===== src/hw/rtl/lzss_ring_decoder_top_defines.svh =====
// Assertion helpers shared by the decoder RTL.
// Both expect clk_i and rst_ni in scope.
`ifndef LZSS_RING_DECODER_TOP_DEFINES_SVH
`define LZSS_RING_DECODER_TOP_DEFINES_SVH

// same-cycle implication
`define LZR_ASSERT_IMP(name, ante, cons, msg) \
  name: assert property (@(posedge clk_i) disable iff (!rst_ni) (ante) |-> (cons)) \
    else $error(msg);

// next-cycle implication
`define LZR_ASSERT_NXT(name, ante, cons, msg) \
  name: assert property (@(posedge clk_i) disable iff (!rst_ni) (ante) |=> (cons)) \
    else $error(msg);

`endif


===== src/hw/rtl/lzr_pkg.sv =====
package lzr_pkg;

  localparam int unsigned RING_DEPTH  = 4096;
  localparam int unsigned MAX_MATCH   = 18;
  localparam int unsigned LENGTH_BIAS = 2;

  localparam int unsigned BYTE_W      = 8;
  localparam int unsigned FLAG_CNT_W  = 4;
  localparam logic [BYTE_W-1:0]     FILL_RESET      = 8'h20;
  localparam logic [FLAG_CNT_W-1:0] FLAGS_PER_GROUP = 4'd8;

  typedef enum logic {
    ST_IDLE,
    ST_COPY
  } lzr_state_e;

  // one byte request from the parser into the emit stage
  typedef struct packed {
    logic              valid;
    logic              from_mem;
    logic [BYTE_W-1:0] lit;
    logic              run_last;
    logic              blk_end;
  } lzr_req_t;

  typedef struct packed {
    logic take;     // input word accepted
    logic restart;  // block ends on a word that emits nothing
  } lzr_ctl_t;

  typedef struct packed {
    logic req_ready;
    logic idle;
  } lzr_emit_st_t;

endpackage


===== src/hw/rtl/lzr_in_if.sv =====
interface lzr_in_if;
  logic                      valid;
  logic                      ready;
  logic [lzr_pkg::BYTE_W-1:0] in_byte;
  logic                      in_last;

  modport source (output valid, output in_byte, output in_last, input ready);
  modport sink   (input valid, input in_byte, input in_last, output ready);
endinterface


===== src/hw/rtl/lzr_parser.sv =====
`include "lzss_ring_decoder_top_defines.svh"

module lzr_parser #(
  parameter int unsigned RING_DEPTH  = lzr_pkg::RING_DEPTH,
  parameter int unsigned MAX_MATCH   = lzr_pkg::MAX_MATCH,
  parameter int unsigned LENGTH_BIAS = lzr_pkg::LENGTH_BIAS,
  localparam int unsigned AW = $clog2(RING_DEPTH),
  localparam int unsigned LW = $clog2(MAX_MATCH + 1)
) (
  input  logic                  clk_i,
  input  logic                  rst_ni,
  lzr_in_if.sink                in_i,
  input  lzr_pkg::lzr_emit_st_t emit_st_i,
  output lzr_pkg::lzr_req_t     req_o,
  output logic [AW-1:0]         req_addr_o,
  output lzr_pkg::lzr_ctl_t     ctl_o
);

  lzr_pkg::lzr_state_e state_q, state_d;
  logic [lzr_pkg::BYTE_W-1:0]     flag_bits_q, flag_bits_d;
  logic [lzr_pkg::FLAG_CNT_W-1:0] flags_left_q, flags_left_d;
  logic                           await_hi_q, await_hi_d;
  logic [lzr_pkg::BYTE_W-1:0]     low_q, low_d;
  logic [AW-1:0]                  rd_pos_q, rd_pos_d;
  logic [LW-1:0]                  remain_q, remain_d;
  logic                           mlast_q, mlast_d;

  logic accept;
  logic is_flag, is_hi, is_lit, is_lo;

  assign is_flag = (flags_left_q == '0);
  assign is_hi   = !is_flag && await_hi_q;
  assign is_lit  = !is_flag && !await_hi_q && flag_bits_q[0];
  assign is_lo   = !is_flag && !await_hi_q && !flag_bits_q[0];

  assign in_i.ready = (state_q == lzr_pkg::ST_IDLE) && emit_st_i.idle;
  assign accept     = in_i.valid && in_i.ready;

  always_comb begin
    state_d      = state_q;
    flag_bits_d  = flag_bits_q;
    flags_left_d = flags_left_q;
    await_hi_d   = await_hi_q;
    low_d        = low_q;
    rd_pos_d     = rd_pos_q;
    remain_d     = remain_q;
    mlast_d      = mlast_q;

    req_o          = '0;
    req_addr_o     = rd_pos_q;
    ctl_o.take     = accept;
    ctl_o.restart  = accept && in_i.in_last && (is_flag || is_lo);

    unique case (state_q)
      lzr_pkg::ST_IDLE: begin
        if (accept) begin
          priority if (is_flag) begin
            flag_bits_d  = in_i.in_byte;
            flags_left_d = lzr_pkg::FLAGS_PER_GROUP;
          end else if (is_hi) begin
            // 12-bit position: low byte plus high nibble of this byte
            rd_pos_d     = AW'({in_i.in_byte[7:4], low_q});
            remain_d     = LW'(in_i.in_byte[3:0]) + LW'(LENGTH_BIAS + 1);
            mlast_d      = in_i.in_last;
            await_hi_d   = 1'b0;
            flag_bits_d  = flag_bits_q >> 1;
            flags_left_d = flags_left_q - 1'b1;
            state_d      = lzr_pkg::ST_COPY;
          end else if (is_lit) begin
            req_o.valid    = 1'b1;
            req_o.from_mem = 1'b0;
            req_o.lit      = in_i.in_byte;
            req_o.run_last = 1'b1;
            req_o.blk_end  = in_i.in_last;
            flag_bits_d    = flag_bits_q >> 1;
            flags_left_d   = flags_left_q - 1'b1;
          end else begin
            low_d      = in_i.in_byte;
            await_hi_d = 1'b1;
          end
          if (in_i.in_last) begin
            flag_bits_d  = '0;
            flags_left_d = '0;
            await_hi_d   = 1'b0;
            low_d        = '0;
          end
        end
      end
      lzr_pkg::ST_COPY: begin
        req_o.valid    = 1'b1;
        req_o.from_mem = 1'b1;
        req_o.run_last = (remain_q == LW'(1));
        req_o.blk_end  = mlast_q && (remain_q == LW'(1));
        if (emit_st_i.req_ready) begin
          rd_pos_d = rd_pos_q + 1'b1;
          remain_d = remain_q - 1'b1;
          if (remain_q == LW'(1)) begin
            state_d = lzr_pkg::ST_IDLE;
          end
        end
      end
      default: state_d = lzr_pkg::ST_IDLE;
    endcase
  end

  always_ff @(posedge clk_i or negedge rst_ni) begin
    if (!rst_ni) begin
      state_q <= lzr_pkg::ST_IDLE;
    end else begin
      state_q <= state_d;
    end
  end

  always_ff @(posedge clk_i or negedge rst_ni) begin
    if (!rst_ni) begin
      flag_bits_q  <= '0;
      flags_left_q <= '0;
      await_hi_q   <= 1'b0;
      low_q        <= '0;
      rd_pos_q     <= '0;
      remain_q     <= '0;
      mlast_q      <= 1'b0;
    end else begin
      flag_bits_q  <= flag_bits_d;
      flags_left_q <= flags_left_d;
      await_hi_q   <= await_hi_d;
      low_q        <= low_d;
      rd_pos_q     <= rd_pos_d;
      remain_q     <= remain_d;
      mlast_q      <= mlast_d;
    end
  end

  `LZR_ASSERT_IMP(a_copy_len, state_q == lzr_pkg::ST_COPY, remain_q != '0, "copy with zero length")
  `LZR_ASSERT_IMP(a_copy_blocks_in, state_q == lzr_pkg::ST_COPY, !in_i.ready, "input taken mid copy")
  `LZR_ASSERT_NXT(a_copy_done, (state_q == lzr_pkg::ST_COPY) && emit_st_i.req_ready && (remain_q == LW'(1)), state_q == lzr_pkg::ST_IDLE, "copy did not end")

endmodule


===== src/flat_wrapper.sv =====
// flat-port wrapper written by rule: the top's interface ports become plain ports
module lzr_parser_flat 
#(
  parameter int unsigned RING_DEPTH  = lzr_pkg::RING_DEPTH,
  parameter int unsigned MAX_MATCH   = lzr_pkg::MAX_MATCH,
  parameter int unsigned LENGTH_BIAS = lzr_pkg::LENGTH_BIAS,
  localparam int unsigned AW = $clog2(RING_DEPTH),
  localparam int unsigned LW = $clog2(MAX_MATCH + 1)
)
  (clk_i, rst_ni, emit_st_i, req_o, req_addr_o, ctl_o, in_i_valid, in_i_in_byte, in_i_in_last, in_i_ready);
  lzr_in_if in_i_i ();
  input  logic clk_i;
  input  logic rst_ni;
  input  lzr_pkg::lzr_emit_st_t emit_st_i;
  output lzr_pkg::lzr_req_t req_o;
  output logic [AW-1:0] req_addr_o;
  output lzr_pkg::lzr_ctl_t ctl_o;
  input wire logic [$bits(in_i_i.valid)-1:0] in_i_valid;
  input wire logic [$bits(in_i_i.in_byte)-1:0] in_i_in_byte;
  input wire logic [$bits(in_i_i.in_last)-1:0] in_i_in_last;
  output wire logic [$bits(in_i_i.ready)-1:0] in_i_ready;
  assign in_i_i.valid = in_i_valid;
  assign in_i_i.in_byte = in_i_in_byte;
  assign in_i_i.in_last = in_i_in_last;
  assign in_i_ready = in_i_i.ready;
  lzr_parser #(.RING_DEPTH(RING_DEPTH), .MAX_MATCH(MAX_MATCH), .LENGTH_BIAS(LENGTH_BIAS)) u_core (.clk_i(clk_i), .rst_ni(rst_ni), .in_i(in_i_i), .emit_st_i(emit_st_i), .req_o(req_o), .req_addr_o(req_addr_o), .ctl_o(ctl_o));
endmodule

===== config.mk =====
export PLATFORM = sky130hd
export DESIGN_NAME = lzr_parser_flat
export DESIGN_NICKNAME = d
export VERILOG_FILES = /design/src/hw/rtl/lzr_pkg.sv /design/src/hw/rtl/lzr_in_if.sv /design/src/hw/rtl/lzr_parser.sv /design/src/flat_wrapper.sv
export VERILOG_INCLUDE_DIRS = /design/src /design/src/hw/rtl
export SDC_FILE = /design/constraint.sdc
export NUM_CORES = 1
export LEC_CHECK = 0
export BUFFER_PORTS_ARGS = -buffer_cell sky130_fd_sc_hd__buf_2
export CORE_MARGIN = 3
export CORE_UTILIZATION = 35
export CTS_CLUSTER_DIAMETER = 40
export CTS_CLUSTER_SIZE = 12
export DETAILED_ROUTE_END_ITERATION = 16
export PLACE_DENSITY = 0.55
export SETUP_SLACK_MARGIN = 0.3
export SLEW_MARGIN = 20
export SYNTH_ARGS = -nofsm -noshare
export SYNTH_HDL_FRONTEND = slang
export SYNTH_SLANG_ARGS = --single-unit

===== constraint.sdc =====
create_clock -name clk_i -period 3.3 [get_ports clk_i]
set_clock_uncertainty 0.05 [all_clocks]
set_input_delay 0.495 -clock clk_i [delete_from_list [all_inputs] [get_ports clk_i]]
set_output_delay 0.495 -clock clk_i [all_outputs]
set_load 0.1 [all_outputs]

==> summary.txt, run 1 <==
First-pass GRT wire length: 10900 um
Worst Max-Slew Pin Slew: 0.958 ns
Initial antenna violation count: 0
Vias per cell: 5.68
Critical Path, Cell by Cell: inv_1 -> ha_1 -> or3b_2 -> nand2_2 -> a21oi_2 -> buf_4
Fin crit share: 85.8%
Pins Over Slew Limit: 0
Setup Fix Bufs, Post-CTS: 0
Comb pwr share: 55.0%
Clock network power share: 11.6%
Vias in the first global route: 2161
Crit path arrival time: 2.29 ns
TritonCTS clock tree: done
Crit path max fanout: 16
DIE AREA: 7960 um^2
Die Y: 89.2 um
Routability cong.: 0.819
MaxCap Viol Count: 0
Clock sinks: 40
Die width: 89.2 um
Layout cell share with drive strength beyond 1: 20.1%
Synth cell types: 46
Sequential area share after synthesis: 41.3%
RSZ-0062 raised after global routing: no
Crit path kind: flip-flop to output port
Setup-failing EPs final: 0
Router iterations before antenna repair: 4
Total grt overflow: 0
Min Tclk post-route: 2.83 ns
Pwr Density: 909 nW/um^2
Internal power: 0.00121 W
CTS hold repair buffers: 0
Worst-Skew Late Latency: 0.28 ns
Fin. Hold Viols: 0
Setup crit start kind: flip-flop
Total wire length: 6490 um
Post-synth EDFFs: 0
Post-detail-place hpwl: 4500 um
Placed Cells: 373
Worst slew margin: 36.2%
Top_reg_cell synth: dfrtp_1
Outcome: finished, final reports clean
Clk buf depth: 2
Synthesized area: 2420 um^2
Post_cts resized: 2
# DRC: 0
Starting DRT DRC Count: 106
Max VDD drop: 0.228 mV
Wirelength per Cell: 17.1 um
Root Buffer Master: clkbuf_8
Psw: 0.00144 W
N_diodes: 0
Yosys warns: 0
Maximum clock rate: 353 MHz
Sw Share: 54.3%
Leak: 1.34 nW
Slowest Stage Delay on Critical Path: 0.67 ns
Final nets: 323
Hold Crit Class: input port to async pin
Asr flop ratio synth: 100%
Share of power burned in registers: 33.4%
Row cnt: 29
Syn Area/Cell: 8.91 um^2
Boundary Pins: 41
Starting Density: 37.1%
Post-Syn Nets: 292
Number of buffers created by CTS: 5
Largest net degree at the start of global routing: 41
Critical Path Sink Type: output port
FF+latch count, synth: 40
Critical path origin: u_core.flags_left_q[0]
Layout area overhead: 20.1%
CP required: 2.75 ns
Final Power: 0.00265 W
Slowest CP cell: or3b_2
I/O Buffers: 40
Reg2reg start: u_core.flags_left_q[0]
Worst-path clk slew: 0.08 ns
Global Route Usage Sum: 17.4%
Non-Filler Instances: 380
DR vias: 2159
Htree depth: 2
Setup TNS: 0 ns
Synth Instances: 272
CORE AREA: 6530 um^2
Final ANT Viol Nets: 0
==> power by group through the flow <==
stage	Sequential, W	Clock, W	Combinational [W]
floorplan	0.00128	0	0.000763
global placement	0.000885	0	0.00144
detailed placement	0.000891	0	0.00146
CTS	0.000881	0.000325	0.00146
global route	0.000919	0.000343	0.00158
finish	0.000885	0.000307	0.00146
==> flip-flops by register name, indices dropped and copies added (netlist names) <==
signal / count
u_core.state_q: 1
u_core.low_q: 8
u_core.await_hi_q: 1
u_core.remain_q: 5
u_core.flags_left_q: 4
u_core.mlast_q: 1
u_core.flag_bits_q: 8
u_core.req_addr_o: 12
==> cell type report <==
class	count	area, um^2
Fill cell	665	3620
Multi-Input combinational cell	198	1290
Sequential cell	40	1000
Timing Repair Buffer	43	390
Tap cell	77	96.3
Clock buffer	6	72.6
Inverter	15	56.3
Clock inverter	1	5.00
==> critical path, delay by kind of cell, from the launching register on <==
kind / cells / cell delay, ns
adders and majority gates: 1 / 0.19
and+or+nand+nor: 2 / 0.95
buffers and inverters: 2 / 0.36
DFF: 1 / 0.41
AOI/OAI and AO/OA: 1 / 0.09
==> placed cells by master, fill, tap and decap left out, types with 2 or more instances in the layout <==
| master | n |
|---|---|
| clkbuf_8 | 5 |
| buf_2 | 28 |
| nor2b_1 | 4 |
| nand2_1 | 32 |
| nor2_1 | 10 |
| or2_2 | 2 |
| and2_1 | 8 |
| buf_12 | 11 |
| a31oi_1 | 4 |
| nor4_1 | 4 |
| o21ai_0 | 22 |
| nand4_1 | 2 |
| a21oi_1 | 17 |
| nor3_1 | 8 |
| o31ai_1 | 7 |
| a22oi_1 | 13 |
| ha_1 | 6 |
| inv_1 | 15 |
| o22ai_1 | 3 |
| nand3b_1 | 2 |
| dfrtp_1 | 40 |
| buf_4 | 4 |
| and3_1 | 8 |
| mux2i_1 | 15 |
| nand3_1 | 6 |
| a221o_1 | 3 |
==> per-stage QoR <==
step | setup slack [ns] | cell area [um^2] | utilization (%) | hold WS [ns]
floorplan | 0.522 | 2430 | - | 0.149
global placement | 0.393 | 2820 | 43.2 | 0.413
detailed placement | 0.332 | 2820 | 43.2 | 0.418
CTS | 0.337 | 2900 | 44.5 | 0.341
global route | 0.303 | 2910 | 44.6 | 0.376
finish | 0.469 | 2910 | 44.6 | 0.313
==> cells by family after synthesis <==
kind of cell | Yosys count | synth area share [%]
DFF | 40 | 41.3
adders and majority gates | 6 | 3.10
xor gates and xnor gates | 2 | 0.723
buffers and inverters | 34 | 5.99
and+or+nand+nor | 95 | 20.8
muxes | 16 | 6.66
AOI/OAI and AO/OA | 79 | 21.5
==> Yosys cell counts (2+ instances only) <==
cell       n  area [um^2]
and2_1     8         50.1
nor3_1     8         40.0
o31ai_1    7         52.6
nor4_1     4         25.0
o21ai_0   22          110
or2_2      2         12.5
mux2i_1   15          150
nor2_1    10         37.5
buf_4      2         15.0
buf_1      2         7.51
and3_1     8         50.1
buf_2      8         40.0
ha_1       6         75.1
clkbuf_1   7         26.3
a31oi_1    4         25.0
nand4_1    2         12.5
o22ai_1    3         18.8
a21oi_1   18         90.1
nand2_1   33          124
nor2b_1    4         25.0
a221o_1    3         30.0
nand3b_1   2         15.0
dfrtp_1   40         1000
a22oi_1   13         97.6
inv_1     15         56.3
nand3_1    6         30.0
==> per-layer routing <==
| layer | up-vias | share of wire, % | GRT usage [%] |
|---|---|---|---|
| met4 | 0 | 0.69 | 5.28 |
| met1 | 1054 | 47 | 24.9 |
| li1 | 1047 | - | - |
| met2 | 54 | 47 | 26.5 |
| met5 | - | 0 | 0 |
| met3 | 4 | 4.7 | 3.41 |
==> path summary, 6_finish.rpt <==
path                                         end  depth (start not counted)  slack, ns
max                                     ctl_o[0]                          6       0.47
min                         u_core.req_addr_o[2]                          1       0.31
max reg2reg                 u_core.req_addr_o[6]                          6       0.69
min reg2reg                u_core.flag_bits_q[5]                          2       0.43
max in group asynchronous  u_core.flag_bits_q[2]                          1       2.30
min in group clk_i         u_core.flag_bits_q[5]                          2       0.43
Note: power is estimated with default switching activity, not from simulation.
==> inputs of run 2 (changes only) <==
- CTS_BUF_LIST: not set -> sky130_fd_sc_hd__clkbuf_8
==> summary.txt, run 2 (synthesis gave the netlist of run 1 again) <==
Outcome: finished, final reports clean (unchanged)
FF-to-FF path depth: 6 (unchanged)
Reg2reg start: u_core.flags_left_q[0] (unchanged)
Hold slack: 0.313 ns (about the same)
Min Tclk post-route: 2.83 ns (about the same)
Fillcell total: 665 (unchanged)
Most frequent cells in the layout: 40 x dfrtp_1, 32 x nand2_1, 28 x buf_2 (unchanged)
RR Endpoint: u_core.req_addr_o[6] (unchanged)
Slowest CP cell: or3b_2 (unchanged)
Clock sinks: 40 (unchanged)
Global Route Usage Sum: 17.4% (unchanged)
Delay-heaviest family, CP: simple AND/OR/NAND/NOR gates (unchanged)
Layout area overhead: 20.1% (unchanged)
Critical Path, Cell by Cell: inv_1 -> ha_1 -> or3b_2 -> nand2_2 -> a21oi_2 -> buf_4 (unchanged)
Commonest non-fill, non-tap cell in the layout: dfrtp_1 (unchanged)
Final ANT Viol Nets: 0 (unchanged)
Final nets: 323 (unchanged)
Boundary Pins: 41 (unchanged)
Post-detail-place hpwl: 4500 um (unchanged)
Starting DRT DRC Count: 107 (was 106)
Layout cell share with drive strength beyond 1: 20.1% (unchanged)
MaxCap Viol Count: 0 (unchanged)
Die width: 89.2 um (unchanged)
# DRC: 0 (unchanged)
Crit path kind: flip-flop to output port (unchanged)
WP buf/inv: 2 (unchanged)
Die Y: 89.2 um (unchanged)
Total grt overflow: 0 (unchanged)
Crit path max fanout: 16 (unchanged)
CORE AREA: 6530 um^2 (unchanged)
DIE AREA: 7960 um^2 (unchanged)
Fin crit share: 85.8% (about the same)
Met3 GRT Util: 3.41% (unchanged)
Setup-failing EPs final: 0 (unchanged)
Htree depth: 2 (unchanged)
Leak: 1.35 nW (was 1.34 nW)
CTS hold repair buffers: 0 (unchanged)
Worst Max-Slew Pin Slew: 0.959 ns (was 0.958 ns)
Pins Over Slew Limit: 0 (unchanged)
Crit path to: ctl_o[0] (unchanged)
Reg2reg setup slack: 0.69 ns (about the same)
Pwr Density: 908 nW/um^2 (was 909 nW/um^2)
Setup TNS: 0 ns (unchanged)
Router iterations before antenna repair: 4 (unchanged)
Hold Crit Class: input port to async pin (unchanged)
Routability cong.: 0.819 (unchanged)
Vias per cell: 5.68 (unchanged)
Clk buf depth: 2 (unchanged)
Critical Path Sink Type: output port (unchanged)
Number of buffers created by CTS: 5 (unchanged)
Wirelength per Cell: 17.1 um (about the same)
I/O Buffers: 40 (unchanged)
Busiest grt layer: met2 (unchanged)
Fin. Hold Viols: 0 (unchanged)
Largest net degree at the start of global routing: 41 (unchanged)
Worst-Skew Late Latency: 0.28 ns (about the same)
Critical path origin: u_core.flags_left_q[0] (unchanged)
Crit path arrival time: 2.29 ns (about the same)
TritonCTS clock tree: done (unchanged)
DR vias: 2159 (unchanged)
First-pass GRT wire length: 10900 um (unchanged)
Row cnt: 29 (unchanged)
Worst slew margin: 36.1% (was 36.2%)
Worst-path clk slew: 0.08 ns (about the same)
Met2 usage: 26.5% (unchanged)
RSZ-0062 raised after global routing: no (unchanged)
Vias in the first global route: 2161 (unchanged)
Stages on the worst setup path: 6 (unchanged)
M1 GR Usage: 24.9% (unchanged)
Total wire length: 6490 um (about the same)
Max VDD drop: 0.228 mV (about the same)
Starting Density: 37.1% (unchanged)
CP required: 2.75 ns (about the same)
Maximum clock rate: 353 MHz (about the same)
Slowest Stage Delay on Critical Path: 0.67 ns (about the same)
Max FFs per register: 12 (unchanged)
Design Area, Final: 2910 um^2 (unchanged)
N_diodes: 0 (unchanged)
Initial antenna violation count: 0 (unchanged)
DP Area: 2820 um^2 (unchanged)
Root Buffer Master: clkbuf_8 (unchanged)
Setup crit start kind: flip-flop (unchanged)
-- run 2: final cells by class --
class / instances / area (um^2) / share of cell area (%)
Multi-Input combinational cell: 198 / 1290 / 44.3
Sequential cell: 40 / 1000 / 34.4
Tap cell: 77 / 96.3 / 3.31
Clock buffer: 5 / 68.8 / 2.36
Clock inverter: 2 / 8.76 / 0.301
Inverter: 15 / 56.3 / 1.93
Timing Repair Buffer: 43 / 390 / 13.4
-- run 2: worst min-delay path by stage --
stage,cells after the start,startpoint,slack (ns),to
5_1_grt,1,rst_ni,0.38,u_core.remain_q[2]
2_1_floorplan,0,rst_ni,0.15,u_core.await_hi_q
3_5_place_dp,2,u_core.flag_bits_q[7],0.42,u_core.flag_bits_q[7]
3_3_place_gp,2,u_core.flag_bits_q[3],0.41,u_core.flag_bits_q[3]
6_report,1,rst_ni,0.31,u_core.req_addr_o[2]
4_1_cts,1,rst_ni,0.34,u_core.req_addr_o[5]
-- run 2: through the flow --
stage / setup slack [ns] / power, W / util, % / cells
after floorplan: 0.522 / 0.00204 / - / 272
after global placement: 0.393 / 0.00232 / 43.2 / 373
after detailed placement: 0.332 / 0.00235 / 43.2 / 373
after CTS: 0.337 / 0.00266 / 44.5 / 380
after global routing: 0.303 / 0.00284 / 44.6 / 380
final: 0.469 / 0.00264 / 44.6 / 380
-- run 2: power by group --
| group | total, W | internal (W) | switching (W) | leakage [nW] |
|---|---|---|---|---|
| combinational | 0.00146 | 0.000393 | 0.00106 | 0.825 |
| clock | 0.000305 | 0.000141 | 0.000164 | 0.0452 |
| sequential | 0.000885 | 0.000673 | 0.000213 | 0.475 |
-- run 2: timing repair --
| item | in CTS | in global routing |
|---|---|---|
| buffers inserted | 0 | 0 |
| gates resized for setup | 2 | 2 |
| endpoints found under the setup margin | 1 | 2 |
-- run 2: metal layers --
layer  routed length (um)  vias up
met3                  307        4
met2                 3070       54
li1                     -     1047
met1                 3070     1054
met4                   45        0
met5                    0        -
