<file path="src/hw/rtl/lzss_ring_decoder_top_defines.svh">
// Assertion helpers shared by the decoder RTL.
// Both expect clk_i and rst_ni in scope.
`ifndef LZSS_RING_DECODER_TOP_DEFINES_SVH
`define LZSS_RING_DECODER_TOP_DEFINES_SVH

// same-cycle implication
`define LZR_ASSERT_IMP(name, ante, cons, msg) \
  name: assert property (@(posedge clk_i) disable iff (!rst_ni) (ante) |-> (cons)) \
    else $error(msg);

// next-cycle implication
`define LZR_ASSERT_NXT(name, ante, cons, msg) \
  name: assert property (@(posedge clk_i) disable iff (!rst_ni) (ante) |=> (cons)) \
    else $error(msg);

`endif

</file>
<file path="src/hw/rtl/lzr_pkg.sv">
package lzr_pkg;

  localparam int unsigned RING_DEPTH  = 4096;
  localparam int unsigned MAX_MATCH   = 18;
  localparam int unsigned LENGTH_BIAS = 2;

  localparam int unsigned BYTE_W      = 8;
  localparam int unsigned FLAG_CNT_W  = 4;
  localparam logic [BYTE_W-1:0]     FILL_RESET      = 8'h20;
  localparam logic [FLAG_CNT_W-1:0] FLAGS_PER_GROUP = 4'd8;

  typedef enum logic {
    ST_IDLE,
    ST_COPY
  } lzr_state_e;

  // one byte request from the parser into the emit stage
  typedef struct packed {
    logic              valid;
    logic              from_mem;
    logic [BYTE_W-1:0] lit;
    logic              run_last;
    logic              blk_end;
  } lzr_req_t;

  typedef struct packed {
    logic take;     // input word accepted
    logic restart;  // block ends on a word that emits nothing
  } lzr_ctl_t;

  typedef struct packed {
    logic req_ready;
    logic idle;
  } lzr_emit_st_t;

endpackage

</file>
<file path="src/hw/rtl/lzr_out_if.sv">
interface lzr_out_if;
  logic                      valid;
  logic                      ready;
  logic [lzr_pkg::BYTE_W-1:0] out_byte;
  logic                      out_run_last;

  modport source (output valid, output out_byte, output out_run_last, input ready);
  modport sink   (input valid, input out_byte, input out_run_last, output ready);
endinterface

</file>
<file path="src/hw/rtl/lzr_cfg_if.sv">
interface lzr_cfg_if;
  logic                      valid;
  logic                      ready;
  logic [lzr_pkg::BYTE_W-1:0] fill_byte;

  modport source (output valid, output fill_byte, input ready);
  modport sink   (input valid, input fill_byte, output ready);
endinterface

</file>
<file path="src/hw/rtl/lzr_emit.sv">
`include "lzss_ring_decoder_top_defines.svh"

module lzr_emit #(
  parameter int unsigned RING_DEPTH = lzr_pkg::RING_DEPTH,
  parameter int unsigned MAX_MATCH  = lzr_pkg::MAX_MATCH,
  localparam int unsigned AW = $clog2(RING_DEPTH),
  localparam int unsigned CW = AW + 1
) (
  input  logic                       clk_i,
  input  logic                       rst_ni,
  input  lzr_pkg::lzr_req_t          req_i,
  input  logic [AW-1:0]              req_addr_i,
  input  lzr_pkg::lzr_ctl_t          ctl_i,
  output lzr_pkg::lzr_emit_st_t      emit_st_o,
  lzr_cfg_if.sink                    cfg_i,
  lzr_out_if.source                  out_o,
  output logic                       mem_we_o,
  output logic [AW-1:0]              mem_waddr_o,
  output logic [lzr_pkg::BYTE_W-1:0] mem_wdata_o,
  output logic                       mem_re_o,
  output logic [AW-1:0]              mem_raddr_o,
  input  logic [lzr_pkg::BYTE_W-1:0] mem_rdata_i
);

  localparam logic [AW-1:0] WP_INIT = AW'(RING_DEPTH - MAX_MATCH);

  // block state
  logic [lzr_pkg::BYTE_W-1:0] fill_q, blk_fill_q, blk_fill_d;
  logic [AW-1:0]              wp_q, wp_d;
  logic [CW-1:0]              count_q, count_d;
  logic                       at_start_q, at_start_d;

  // data stage (ring read data arrives here)
  logic                       d_valid_q, d_valid_d;
  logic                       d_from_mem_q, d_hit_q, d_fwd_q;
  logic                       d_run_last_q, d_end_q;
  logic [lzr_pkg::BYTE_W-1:0] d_lit_q, d_fwd_data_q;

  // output register
  logic                       out_valid_q, out_valid_d;
  logic [lzr_pkg::BYTE_W-1:0] out_byte_q;
  logic                       out_last_q;

  logic                       d_adv, req_take, cfg_wr, reinit;
  logic [lzr_pkg::BYTE_W-1:0] d_val;
  logic [AW-1:0]              off;
  logic                       hit, fwd;

  assign cfg_i.ready = 1'b1;
  assign cfg_wr      = cfg_i.valid;

  assign d_adv    = d_valid_q && (!out_valid_q || out_o.ready);
  assign req_take = req_i.valid && (!d_valid_q || d_adv);

  assign emit_st_o.req_ready = !d_valid_q || d_adv;
  assign emit_st_o.idle      = !d_valid_q;

  always_comb begin
    priority if (d_fwd_q) begin
      d_val = d_fwd_data_q;
    end else if (!d_from_mem_q) begin
      d_val = d_lit_q;
    end else if (d_hit_q) begin
      d_val = mem_rdata_i;
    end else begin
      d_val = blk_fill_q;
    end
  end

  // Writes run sequentially from WP_INIT, so the entries written this block
  // are the first count_q positions from there; the rest still hold the fill.
  assign off = req_addr_i - WP_INIT;
  assign hit = count_q[AW] || ({1'b0, off} < count_q);
  assign fwd = d_adv && (req_addr_i == wp_q);

  assign mem_we_o    = d_adv;
  assign mem_waddr_o = wp_q;
  assign mem_wdata_o = d_val;
  assign mem_re_o    = req_take && req_i.from_mem;
  assign mem_raddr_o = req_addr_i;

  assign reinit = ctl_i.restart || (d_adv && d_end_q);

  always_comb begin
    wp_d       = wp_q;
    count_d    = count_q;
    blk_fill_d = blk_fill_q;
    at_start_d = at_start_q;
    if (d_adv) begin
      wp_d = wp_q + 1'b1;
      if (!count_q[AW]) begin
        count_d = count_q + 1'b1;
      end
    end
    if (ctl_i.take) begin
      at_start_d = 1'b0;
    end
    if (cfg_wr && at_start_q) begin
      blk_fill_d = cfg_i.fill_byte;
    end
    if (reinit) begin
      wp_d       = WP_INIT;
      count_d    = '0;
      blk_fill_d = fill_q;
      at_start_d = 1'b1;
    end
  end

  always_comb begin
    d_valid_d = d_valid_q;
    if (req_take) begin
      d_valid_d = 1'b1;
    end else if (d_adv) begin
      d_valid_d = 1'b0;
    end
    out_valid_d = out_valid_q;
    if (d_adv) begin
      out_valid_d = 1'b1;
    end else if (out_o.ready) begin
      out_valid_d = 1'b0;
    end
  end

  always_ff @(posedge clk_i or negedge rst_ni) begin
    if (!rst_ni) begin
      fill_q      <= lzr_pkg::FILL_RESET;
      blk_fill_q  <= lzr_pkg::FILL_RESET;
      wp_q        <= WP_INIT;
      count_q     <= '0;
      at_start_q  <= 1'b1;
      d_valid_q   <= 1'b0;
      out_valid_q <= 1'b0;
    end else begin
      if (cfg_wr) begin
        fill_q <= cfg_i.fill_byte;
      end
      blk_fill_q  <= blk_fill_d;
      wp_q        <= wp_d;
      count_q     <= count_d;
      at_start_q  <= at_start_d;
      d_valid_q   <= d_valid_d;
      out_valid_q <= out_valid_d;
    end
  end

  always_ff @(posedge clk_i) begin
    if (req_take) begin
      d_from_mem_q <= req_i.from_mem;
      d_lit_q      <= req_i.lit;
      d_run_last_q <= req_i.run_last;
      d_end_q      <= req_i.blk_end;
      d_hit_q      <= hit;
      d_fwd_q      <= fwd;
      d_fwd_data_q <= d_val;
    end
    if (d_adv) begin
      out_byte_q <= d_val;
      out_last_q <= d_run_last_q;
    end
  end

  assign out_o.valid        = out_valid_q;
  assign out_o.out_byte     = out_byte_q;
  assign out_o.out_run_last = out_last_q;

  `LZR_ASSERT_IMP(a_cnt_range, 1'b1, count_q <= CW'(RING_DEPTH), "fill count overflow")
  `LZR_ASSERT_NXT(a_out_load, d_adv, out_valid_q, "word lost at output")
  `LZR_ASSERT_IMP(a_no_write_at_start, d_adv, !at_start_q, "ring write before first word")
  `LZR_ASSERT_IMP(a_fwd_mem_only, d_valid_q && d_fwd_q, d_from_mem_q, "forward on literal")

endmodule

</file>
<file path="src/flat_wrapper.sv">
// flat-port wrapper written by rule: the top's interface ports become plain ports
module lzr_emit_flat 
#(
  parameter int unsigned RING_DEPTH = lzr_pkg::RING_DEPTH,
  parameter int unsigned MAX_MATCH  = lzr_pkg::MAX_MATCH,
  localparam int unsigned AW = $clog2(RING_DEPTH),
  localparam int unsigned CW = AW + 1
)
  (clk_i, rst_ni, req_i, req_addr_i, ctl_i, emit_st_o, mem_we_o, mem_waddr_o, mem_wdata_o, mem_re_o, mem_raddr_o, mem_rdata_i, cfg_i_valid, cfg_i_fill_byte, cfg_i_ready, out_o_valid, out_o_out_byte, out_o_out_run_last, out_o_ready);
  lzr_cfg_if cfg_i_i ();
  lzr_out_if out_o_i ();
  input  logic clk_i;
  input  logic rst_ni;
  input  lzr_pkg::lzr_req_t req_i;
  input  logic [AW-1:0] req_addr_i;
  input  lzr_pkg::lzr_ctl_t ctl_i;
  output lzr_pkg::lzr_emit_st_t emit_st_o;
  output logic mem_we_o;
  output logic [AW-1:0] mem_waddr_o;
  output logic [lzr_pkg::BYTE_W-1:0] mem_wdata_o;
  output logic mem_re_o;
  output logic [AW-1:0] mem_raddr_o;
  input  logic [lzr_pkg::BYTE_W-1:0] mem_rdata_i;
  input wire logic [$bits(cfg_i_i.valid)-1:0] cfg_i_valid;
  input wire logic [$bits(cfg_i_i.fill_byte)-1:0] cfg_i_fill_byte;
  output wire logic [$bits(cfg_i_i.ready)-1:0] cfg_i_ready;
  output wire logic [$bits(out_o_i.valid)-1:0] out_o_valid;
  output wire logic [$bits(out_o_i.out_byte)-1:0] out_o_out_byte;
  output wire logic [$bits(out_o_i.out_run_last)-1:0] out_o_out_run_last;
  input wire logic [$bits(out_o_i.ready)-1:0] out_o_ready;
  assign cfg_i_i.valid = cfg_i_valid;
  assign cfg_i_i.fill_byte = cfg_i_fill_byte;
  assign cfg_i_ready = cfg_i_i.ready;
  assign out_o_valid = out_o_i.valid;
  assign out_o_out_byte = out_o_i.out_byte;
  assign out_o_out_run_last = out_o_i.out_run_last;
  assign out_o_i.ready = out_o_ready;
  lzr_emit #(.RING_DEPTH(RING_DEPTH), .MAX_MATCH(MAX_MATCH)) u_core (.clk_i(clk_i), .rst_ni(rst_ni), .req_i(req_i), .req_addr_i(req_addr_i), .ctl_i(ctl_i), .emit_st_o(emit_st_o), .cfg_i(cfg_i_i), .out_o(out_o_i), .mem_we_o(mem_we_o), .mem_waddr_o(mem_waddr_o), .mem_wdata_o(mem_wdata_o), .mem_re_o(mem_re_o), .mem_raddr_o(mem_raddr_o), .mem_rdata_i(mem_rdata_i));
endmodule
</file>
<file path="config.mk">
export PLATFORM = sky130hd
export DESIGN_NAME = lzr_emit_flat
export DESIGN_NICKNAME = d
export VERILOG_FILES = /design/src/hw/rtl/lzr_pkg.sv /design/src/hw/rtl/lzr_out_if.sv /design/src/hw/rtl/lzr_cfg_if.sv /design/src/hw/rtl/lzr_emit.sv /design/src/flat_wrapper.sv
export VERILOG_INCLUDE_DIRS = /design/src /design/src/hw/rtl
export SDC_FILE = /design/constraint.sdc
export NUM_CORES = 1
export LEC_CHECK = 0
export ABC_AREA = 1
export BUFFER_PORTS_ARGS = -buffer_cell sky130_fd_sc_hd__buf_2
export CORE_MARGIN = 4
export CORE_UTILIZATION = 39
export DETAILED_ROUTE_END_ITERATION = 10
export PLACE_DENSITY = 0.62
export REMOVE_ABC_BUFFERS = 1
export SETUP_SLACK_MARGIN = 0.02
export SLEW_MARGIN = 25
export SYNTH_ARGS = -nofsm -noshare
export SYNTH_HDL_FRONTEND = slang
export SYNTH_SLANG_ARGS = --single-unit
</file>
<file path="constraint.sdc">
create_clock -name clk_i -period 2.5 [get_ports clk_i]
set_clock_uncertainty 0.15 [all_clocks]
set_input_delay 0.25 -clock clk_i [delete_from_list [all_inputs] [get_ports clk_i]]
set_output_delay 0.25 -clock clk_i [all_outputs]
set_load 0.01 [all_outputs]
</file>
==> results.json, run 1 <==
{
  "port_buffers": 91,
  "worstPathRequired_ns": 2.10,
  "synthTopCellsByCount": "88 x nand2_1, 66 x inv_1, 61 x nor2_1",
  "clock-root-buffer": "clkbuf_8",
  "yosysTopAreaCell": "edfxtp_1",
  "finalCriticalPeriod_ns": 2.20,
  "drt_wl_total_um": 9800,
  "start_util_pct": 40.1,
  "path_max_fanout": 9,
  "nets": 653,
  "first_global_vias": 3476,
  "track_usage_pct": 16.4,
  "total_power_mw": 3.09,
  "yosysMostFrequentCell": "nand2_1",
  "wire_per_inst_um": 13.4,
  "clock.fmax_mhz": 454,
  "netlist_top_cells_area": "edfxtp_1 22%, dfrtp_1 19%, dfstp_2 8.2%",
  "overflow": 0,
  "power_density_mw_per_mm2": 608,
  "path_class": "reg2out",
  "dieArea_mm2": 0.0124,
  "finalHoldViolCount": 0,
  "slowest_stage": "edfxtp_1",
  "cp-start-kind": "flip-flop",
  "htreeDepth": 3,
  "antenna_left": 0,
  "clock-sinks": 74,
  "ys_seq_area_share_pct": 48.5,
  "grt_max_degree": 41,
  "final_cells": 734,
  "antenna_cells": 0,
  "drive_above_1_share_pct": 23.1,
  "cap_violations": 0,
  "rsz0062_at_grt": "false",
  "rows": 37,
  "placed_cells": 697,
  "clk_latency_ns": 0.35,
  "synthCells": 491,
  "use_met2_pct": 27.5,
  "finalSetupViolCount": 0,
  "grt_util_met1_pct": 21.8,
  "netlist_area_mm2": 0.00416,
  "final_util_pct": 49.0,
  "grt_first_pass_wirelength_um": 16600,
  "setup_tns_ns": 0,
  "areaGrowthSynthToFinish_pct": 22.1,
  "p_leak_nw": 2.40,
  "cts_resized": 0,
  "synth_edf_count": 30,
  "crit_chain": "inv_1 -> a21oi_1 -> o21ai_0 -> a22oi_1 -> buf_2",
  "dp_hpwl_um": 7320,
  "die_height_um": 111,
  "path_clk_slew_ns": 0.08,
  "synth.top_cell.area_share_pct": 21.7,
  "final_cell_area_mm2": 0.00508,
  "io-pin-count": 93,
  "critPathBufInv": 2,
  "ys_seq_elements": 74,
  "gp_congestion": 0.868,
  "place_area_mm2": 0.00464,
  "end_kind": "output pin",
  "drc": 0,
  "cpLargestDelayFamily": "compound AO/OA/AOI/OAI gates",
  "vias": 3556,
  "drt_iter0_markers": 204,
  "cts_buffers": 9,
  "worstMarginPinSlew_ns": 0.626,
  "period_share_pct": 88.1,
  "fp.dieW_um": 111,
  "cts_tree": "built",
  "multi_input_area_mm2": 0.00172,
  "async_flop_share_pct": 59.5,
  "setup_ws_ns": 0.296,
  "synth_warnings": 0,
  "antenna_found_initial": 0,
  "maxSlewHeadroom_pct": 58.1,
  "cp_slowest_stage_delay_ns": 0.53,
  "cp.arrival_ns": 1.80,
  "drt-pass1-iter-count": 5,
  "pre_cts_ws_ns": 0.135,
  "status": "completed",
  "min_path_type": "in2reg",
  "slew_violations": 0,
  "fin_hold_ws_ns": 0.0181,
  "avgSynthCellArea_um2": 8.47,
  "final.fill_count": 1057,
  "viasPerCell": 4.84,
  "use_met3_pct": 4.53,
  "ir_worst_vdd_mv": 0.296,
  "ys.flop_type": "dfrtp_1",
  "grt_busiest_layer": "met2",
  "ys_types": 40,
  "clockBufferDepth": 2,
  "core_mm2": 0.0104,
  "ff_latch_area_mm2": 0.00202
}
## worst min-delay path, cell delays in order
cell and delay, ns:
buf_2 0.10, nand2_1 0.05, o21ai_0 0.07
## logic make-up after synthesis
| family | after synthesis | synth area share [%] |
|---|---|---|
| AND/OR/NAND/NOR | 218 | 23.1 |
| adder cells (fa/ha/maj) | 14 | 4.21 |
| other | 1 | 0.0902 |
| flip-flops | 74 | 48.5 |
| AO/OA/AOI/OAI | 75 | 10.6 |
| XOR/XNOR | 16 | 3.37 |
| buffers and inverters | 93 | 10.0 |
## cell usage in the layout, fill, tap and decap left out, types with 2 or more instances in the layout
cell,instances
buf_2,90
nand2_1,88
inv_1,66
nor2_1,61
nand3_1,43
o21ai_0,35
dfrtp_1,31
edfxtp_1,30
dlygate4sd3_1,21
a21oi_1,17
ha_1,14
xor2_1,13
dfstp_2,13
clkbuf_8,9
a22oi_1,8
o211ai_1,7
nand4_1,6
nor2_2,5
nand3b_1,4
xnor2_1,3
nand2_2,3
inv_2,3
clkinv_4,3
buf_4,3
nor3_1,2
o21bai_1,2
bufinv_16,2
## layer usage
metal,vias up,part of all wire (%)
li1,1799,-
met1,1640,47
met2,110,47
met3,7,5.9
met4,0,0.54
met5,-,0
## power by group
group          leakage (nW)  internal, mW  switching (mW)
sequential            0.825          1.40          0.0704
combinational          1.46         0.226           0.363
clock                 0.110         0.566           0.460
## final cells by class
class	count	share of cell area, %
Multi-Input combinational cell	324	33.9
Tap cell	136	3.35
Inverter	70	5.18
Clock inverter	6	1.80
Clock buffer	10	2.51
Timing Repair Buffer	114	13.5
Sequential cell	74	39.8
## sequential cells by signal, summed over array words and instances (netlist names)
register	flops
u_core.at_start_q	1
u_core.d_lit_q	8
u_core.d_fwd_q	1
u_core.count_q	13
u_core.d_run_last_q	1
u_core.d_valid_q	1
u_core.blk_fill_q	8
u_core.d_end_q	1
u_core.fill_q	8
u_core.out_o.out_byte	8
u_core.d_hit_q	1
u_core.out_o.valid	1
u_core.mem_waddr_o	12
u_core.d_from_mem_q	1
u_core.out_o.out_run_last	1
u_core.d_fwd_data_q	8
## path summary, 6_finish.rpt
kind | startpoint | cells past startpoint | to | slack, ns
setup / recovery | u_core.d_hit_q | 5 | mem_wdata_o[0] | 0.30
hold / removal | cfg_i_fill_byte[0] | 3 | u_core.fill_q[0] | 0.02
setup reg to reg | u_core.out_o.valid | 7 | u_core.d_fwd_q | 0.77
hold reg to reg | u_core.d_run_last_q | 0 | u_core.out_o.out_run_last | 0.27
max in group asynchronous | rst_ni | 3 | u_core.mem_waddr_o[6] | 1.35
min in group asynchronous | rst_ni | 2 | u_core.mem_waddr_o[4] | 0.28
## timing repair
item                                    4_1_cts  5_1_grt
hold buffers                                 21        0
endpoints found under the setup margin        0        0
endpoints found under the hold margin        51        0
buffers inserted                              0        0
(Power assumes the default switching activity.)
==> inputs of run 2 (changes only) <==
--- a/config.mk
+++ b/config.mk
@@ -12,6 +12,7 @@
 export CORE_UTILIZATION = 39
 export DETAILED_ROUTE_END_ITERATION = 10
 export PLACE_DENSITY = 0.62
+export RECOVER_POWER = 25
 export REMOVE_ABC_BUFFERS = 1
 export SETUP_SLACK_MARGIN = 0.02
 export SLEW_MARGIN = 25
==> run 2 against run 1 <==
Against the previous run: via count about the same; power decreased by 0.20%; first-iteration DRC count increased by 7.8%; global-route usage unchanged; wire length about the same; critical path type unchanged; critical endpoint unchanged; largest cell class unchanged; highest routed layer unchanged.
==> results.json, run 2 (synthesis results as in run 1) <==
{
  "final_common_cell": "nand2_1",
  "clock.fmax_mhz": 452,
  "clock-root-buffer": "clkbuf_8",
  "dieArea_mm2": 0.0124,
  "first_global_vias": 3476,
  "htreeDepth": 3,
  "path_class": "reg2out",
  "cap_violations": 0,
  "finalSetupViolCount": 0,
  "power_density_mw_per_mm2": 610,
  "post_cts_buffers": 0,
  "clockBufferDepth": 2,
  "largest_reg_flops": 13,
  "finalCriticalPeriod_ns": 2.21,
  "vias": 3553,
  "track_usage_pct": 16.4,
  "slew_violations": 0,
  "drt-pass1-iter-count": 5,
  "die_height_um": 111,
  "p_leak_nw": 2.35,
  "drt_wl_total_um": 9790,
  "grt_max_degree": 41,
  "cts_resized": 0,
  "viasPerCell": 4.84,
  "rsz0062_at_grt": "false",
  "drc": 0,
  "clk_latency_ns": 0.35,
  "worstMarginPinSlew_ns": 1.07,
  "worstPathRequired_ns": 2.10,
  "antenna_left": 0,
  "maxSlewHeadroom_pct": 28.5,
  "fp.dieW_um": 111,
  "ir_worst_vdd_mv": 0.295,
  "dp_hpwl_um": 7320,
  "final_cell_mix": "88 x nand2_1, 71 x buf_2, 66 x inv_1, 61 x nor2_1, 43 x nand3_1",
  "rows": 37,
  "setup_tns_ns": 0,
  "cp-start-kind": "flip-flop",
  "clock-sinks": 74,
  "finalHoldViolCount": 0,
  "core_mm2": 0.0104,
  "port_buffers": 91,
  "gp_congestion": 0.868,
  "io-pin-count": 93,
  "top_register": "u_core.count_q",
  "end_kind": "output pin",
  "drive_above_1_share_pct": 20.1,
  "cp.arrival_ns": 1.81,
  "total_power_mw": 3.08,
  "fin_hold_ws_ns": 0.0195,
  "wire_per_inst_um": 13.3,
  "drt_iter0_markers": 220,
  "status": "completed",
  "period_share_pct": 88.6,
  "start_util_pct": 40.1,
  "nets": 653,
  "grt_first_pass_wirelength_um": 16600,
  "antenna_cells": 0,
  "cts_hold_buffers": 21,
  "areaGrowthSynthToFinish_pct": 21.5,
  "antenna_found_initial": 0,
  "min_path_type": "in2reg",
  "path_max_fanout": 9,
  "overflow": 0,
  "path_clk_slew_ns": 0.08,
  "cts_tree": "built",
  "cts_buffers": 9
}
-- run 2: cell type report --
cell class / count / area [um^2]
Fill cell: 1065 / 5320
Multi-Input combinational cell: 324 / 1720
Tap cell: 136 / 170
Inverter: 70 / 263
Timing Repair Buffer: 114 / 658
Clock inverter: 6 / 91.3
Clock buffer: 10 / 128
Sequential cell: 74 / 2020
-- run 2: worst max-delay path, stage by stage (launching register included) --
cell	delay, ns
edfxtp_1	0.54
inv_1	0.20
a21oi_1	0.16
o21ai_0	0.11
a22oi_1	0.27
buf_2	0.20
-- run 2: routing by layer --
layer	share of wire (%)	GRT usage, %	vias up
met5	0	0	-
met4	0.64	2.19	0
met3	6.0	4.53	8
met2	47	27.5	105
met1	46	21.8	1642
li1	-	-	1798
-- run 2: path summary, 6_finish.rpt --
path	start	end	slack [ns]	cells after the start
max	u_core.d_hit_q	mem_wdata_o[0]	0.29	5
min	cfg_i_fill_byte[0]	u_core.fill_q[0]	0.02	3
max reg2reg	u_core.out_o.valid	u_core.d_fwd_q	0.77	7
min reg2reg	u_core.d_run_last_q	u_core.out_o.out_run_last	0.27	0
max in group asynchronous	rst_ni	u_core.mem_waddr_o[6]	0.97	3
min in group asynchronous	rst_ni	u_core.mem_waddr_o[4]	0.48	2
-- run 2: per-stage QoR --
| stage | instances | worst slack (ns) | instance area (um^2) | utilization [%] |
|---|---|---|---|---|
| after floorplan | 468 | 0.444 | 4000 | - |
| after global placement | 697 | 0.174 | 4640 | 44.8 |
| after detailed placement | 697 | 0.135 | 4640 | 44.8 |
| after CTS | 734 | 0.286 | 5070 | 48.9 |
| after global routing | 734 | 0.102 | 5050 | 48.7 |
| final | 734 | 0.285 | 5050 | 48.7 |
-- run 2: where the power goes --
group	internal, mW	switching, mW
registers	1.40	0.0703
clock network	0.566	0.458
logic	0.222	0.363
==> inputs of run 3 (changes only) <==
--- a/config.mk
+++ b/config.mk
@@ -6,7 +6,6 @@
 export SDC_FILE = /design/constraint.sdc
 export NUM_CORES = 1
 export LEC_CHECK = 0
-export ABC_AREA = 1
 export BUFFER_PORTS_ARGS = -buffer_cell sky130_fd_sc_hd__buf_2
 export CORE_MARGIN = 4
 export CORE_UTILIZATION = 39
==> run 3 against run 2 <==
Against the previous run: wire length grew 4.9%; via count shrank 7.5%; global-route usage grew 0.98 points; die area shrank 1.2%; utilization shrank 0.68 points; clock-buffer cell count grew 1; first-iteration DRC count shrank 40%; combinational power shrank 21%; fmax shrank 4.9%; critical path depth shrank 1; sequential power shrank 3%.
==> results.json, run 3 <==
{
  "cts_buffers": 9,
  "cts_tree": "built",
  "dieArea_mm2": 0.0122,
  "viasPerCell": 5.21,
  "min_path_type": "in2reg",
  "drt-pass1-iter-count": 4,
  "worstReg2RegEnd": "u_core.d_lit_q[0]",
  "netlist_top_cells_area": "edfxtp_1 22%, dfrtp_1 19%, dfstp_2 8.3%",
  "rrSetupSlack_ns": 0.42,
  "path_clk_slew_ns": 0.08,
  "worstPathRequired_ns": 2.10,
  "drc": 0,
  "areaGrowthSynthToFinish_pct": 20.3,
  "clockBufferDepth": 2,
  "antenna_found_initial": 0,
  "setup_tns_ns": 0,
  "drive_above_1_share_pct": 22.0,
  "final_cell_area_mm2": 0.00494,
  "synthTopCellsByCount": "49 x nand2_1, 31 x dfrtp_1, 30 x edfxtp_1, 30 x o21ai_0, 18 x mux2i_1",
  "antenna_cells": 0,
  "slowest_stage": "nor2b_1",
  "cap_violations": 0,
  "ys_types": 54,
  "rsz0062_at_grt": "false",
  "final_cells": 631,
  "die_height_um": 111,
  "rows": 37,
  "ys.flop_type": "dfrtp_1",
  "place_area_mm2": 0.00459,
  "final_common_cell": "buf_2",
  "cts_resized": 0,
  "largest_reg_flops": 13,
  "fin_hold_ws_ns": 0.0310,
  "overflow": 0,
  "ys_seq_area_share_pct": 49.2,
  "worst_r2r_path_depth": 4,
  "final_util_pct": 48.0,
  "reg2reg_from": "u_core.out_o.valid",
  "power_density_mw_per_mm2": 567,
  "period_share_pct": 93.1,
  "setup_ws_ns": 0.172,
  "dp_hpwl_um": 7400,
  "yosysMostFrequentCell": "nand2_1",
  "hold_path.startpoint": "cfg_i_fill_byte[2]",
  "multi_input_area_mm2": 0.00183,
  "core_mm2": 0.0103,
  "finalHoldViolCount": 0,
  "final_cell_mix": "60 x buf_2, 49 x nand2_1, 32 x clkbuf_1, 31 x dfrtp_1",
  "maxSlewHeadroom_pct": 37.9,
  "port_buffers": 91,
  "htreeDepth": 3,
  "slew_violations": 0,
  "netlist_area_mm2": 0.00410,
  "ir_worst_vdd_mv": 0.301,
  "cp_slowest_stage_delay_ns": 0.62,
  "crit_chain": "nor2b_1 -> nand2_1 -> and3_1 -> buf_2",
  "start_util_pct": 39.9,
  "synth.top_cell.area_share_pct": 22.0,
  "gp_congestion": 0.883,
  "cp.arrival_ns": 1.93,
  "ys_seq_elements": 74,
  "placed_cells": 595,
  "status": "completed",
  "yosysTopAreaCell": "edfxtp_1",
  "avgSynthCellArea_um2": 10.4,
  "path_max_fanout": 9,
  "clk_latency_ns": 0.35,
  "cp-start-kind": "flip-flop",
  "drt_wl_total_um": 10300,
  "vias": 3287,
  "synthCells": 395,
  "p_leak_nw": 1.98,
  "synth_edf_count": 30,
  "hold_end": "u_core.fill_q[2]",
  "total_power_mw": 2.80,
  "path_class": "reg2out",
  "clock-root-buffer": "clkbuf_8",
  "antenna_left": 0,
  "top_register": "u_core.count_q",
  "hold_path_depth": 2,
  "grt_first_pass_wirelength_um": 17300,
  "end_kind": "output pin",
  "io-pin-count": 93,
  "async_flop_share_pct": 59.5,
  "finalCriticalPeriod_ns": 2.33,
  "clock-sinks": 74,
  "drt_iter0_markers": 132,
  "wire_per_inst_um": 16.3,
  "nets": 550,
  "ff_latch_area_mm2": 0.00202,
  "synth_warnings": 0,
  "finalSetupViolCount": 0,
  "first_global_vias": 3352,
  "final.fill_count": 1019,
  "fp.dieW_um": 111,
  "track_usage_pct": 17.4,
  "grt_max_degree": 36,
  "worstMarginPinSlew_ns": 0.931,
  "clock.fmax_mhz": 429,
  "pre_cts_ws_ns": 0.235
}
[run 3: cell count changes in the layout (fill, tap and decap cells not counted), sizes merged, moves of 7 or more]
cell    delta
mux2       +8
mux2i     +18
clkbuf    +12
nand3     -31
xnor2     +12
o211ai     -7
nand2     -44
inv       -50
a22oi      -8
buf        -7
nor2      -57
or4        +9
nand4      +8
[run 3: critical path, delay by kind of cell (launching register included)]
family                 cells  cell delay [ns]
and+or+nand+nor            3             1.07
DFF                        1             0.37
buffers and inverters      1             0.13
[run 3: worst max path at each step]
stage	from	to	slack (ns)	cells after the start
5_1_grt	u_core.out_o.valid	mem_re_o	0.05	4
6_report	u_core.out_o.valid	mem_re_o	0.17	4
4_1_cts	u_core.out_o.valid	mem_re_o	0.17	4
3_5_place_dp	req_addr_i[1]	u_core.d_hit_q	0.23	10
2_1_floorplan	req_addr_i[1]	u_core.d_hit_q	0.55	9
3_3_place_gp	req_addr_i[1]	u_core.d_hit_q	0.30	10
[run 3: repair_timing]
action | 4_1_cts | 5_1_grt
setup buffers | 0 | 0
hold buffers | 19 | 1
hold endpoints to repair | 49 | 1
[run 3: cell families (layout without fill, tap and decap cells)]
kind of cell / count (synthesis) / after routing / share of synthesized area [%]
AND/OR/NAND/NOR: 134 / 134 / 18.0
flip-flops: 74 / 74 / 49.2
AO/OA/AOI/OAI: 67 / 67 / 9.70
buffers and inverters: 51 / 151 / 6.22
XOR/XNOR: 28 / 28 / 5.98
multiplexers: 26 / 26 / 6.59
adder cells (fa/ha/maj): 14 / 14 / 4.27
other: 1 / 1 / 0.0914
[run 3: final cells by class]
type	count	share of cell area [%]
clock inverters	5	1.12
well taps	136	3.45
flip-flops and latches	74	40.9
multi-input cells	270	37.1
clock buffers	11	2.66
inverters	18	1.37
repair buffers	117	13.4
[run 3: power by group]
group | switching, mW | internal (mW)
sequential | 0.0576 | 1.37
clock | 0.451 | 0.461
combinational | 0.265 | 0.195
[run 3: routing by layer]
metal	vias up	global-route usage [%]	share of wire (%)
li1	1604	-	-
met2	72	29.9	51
met1	1599	21.9	44
met3	12	3.56	3.2
met5	-	0	0
met4	0	5.25	1.6
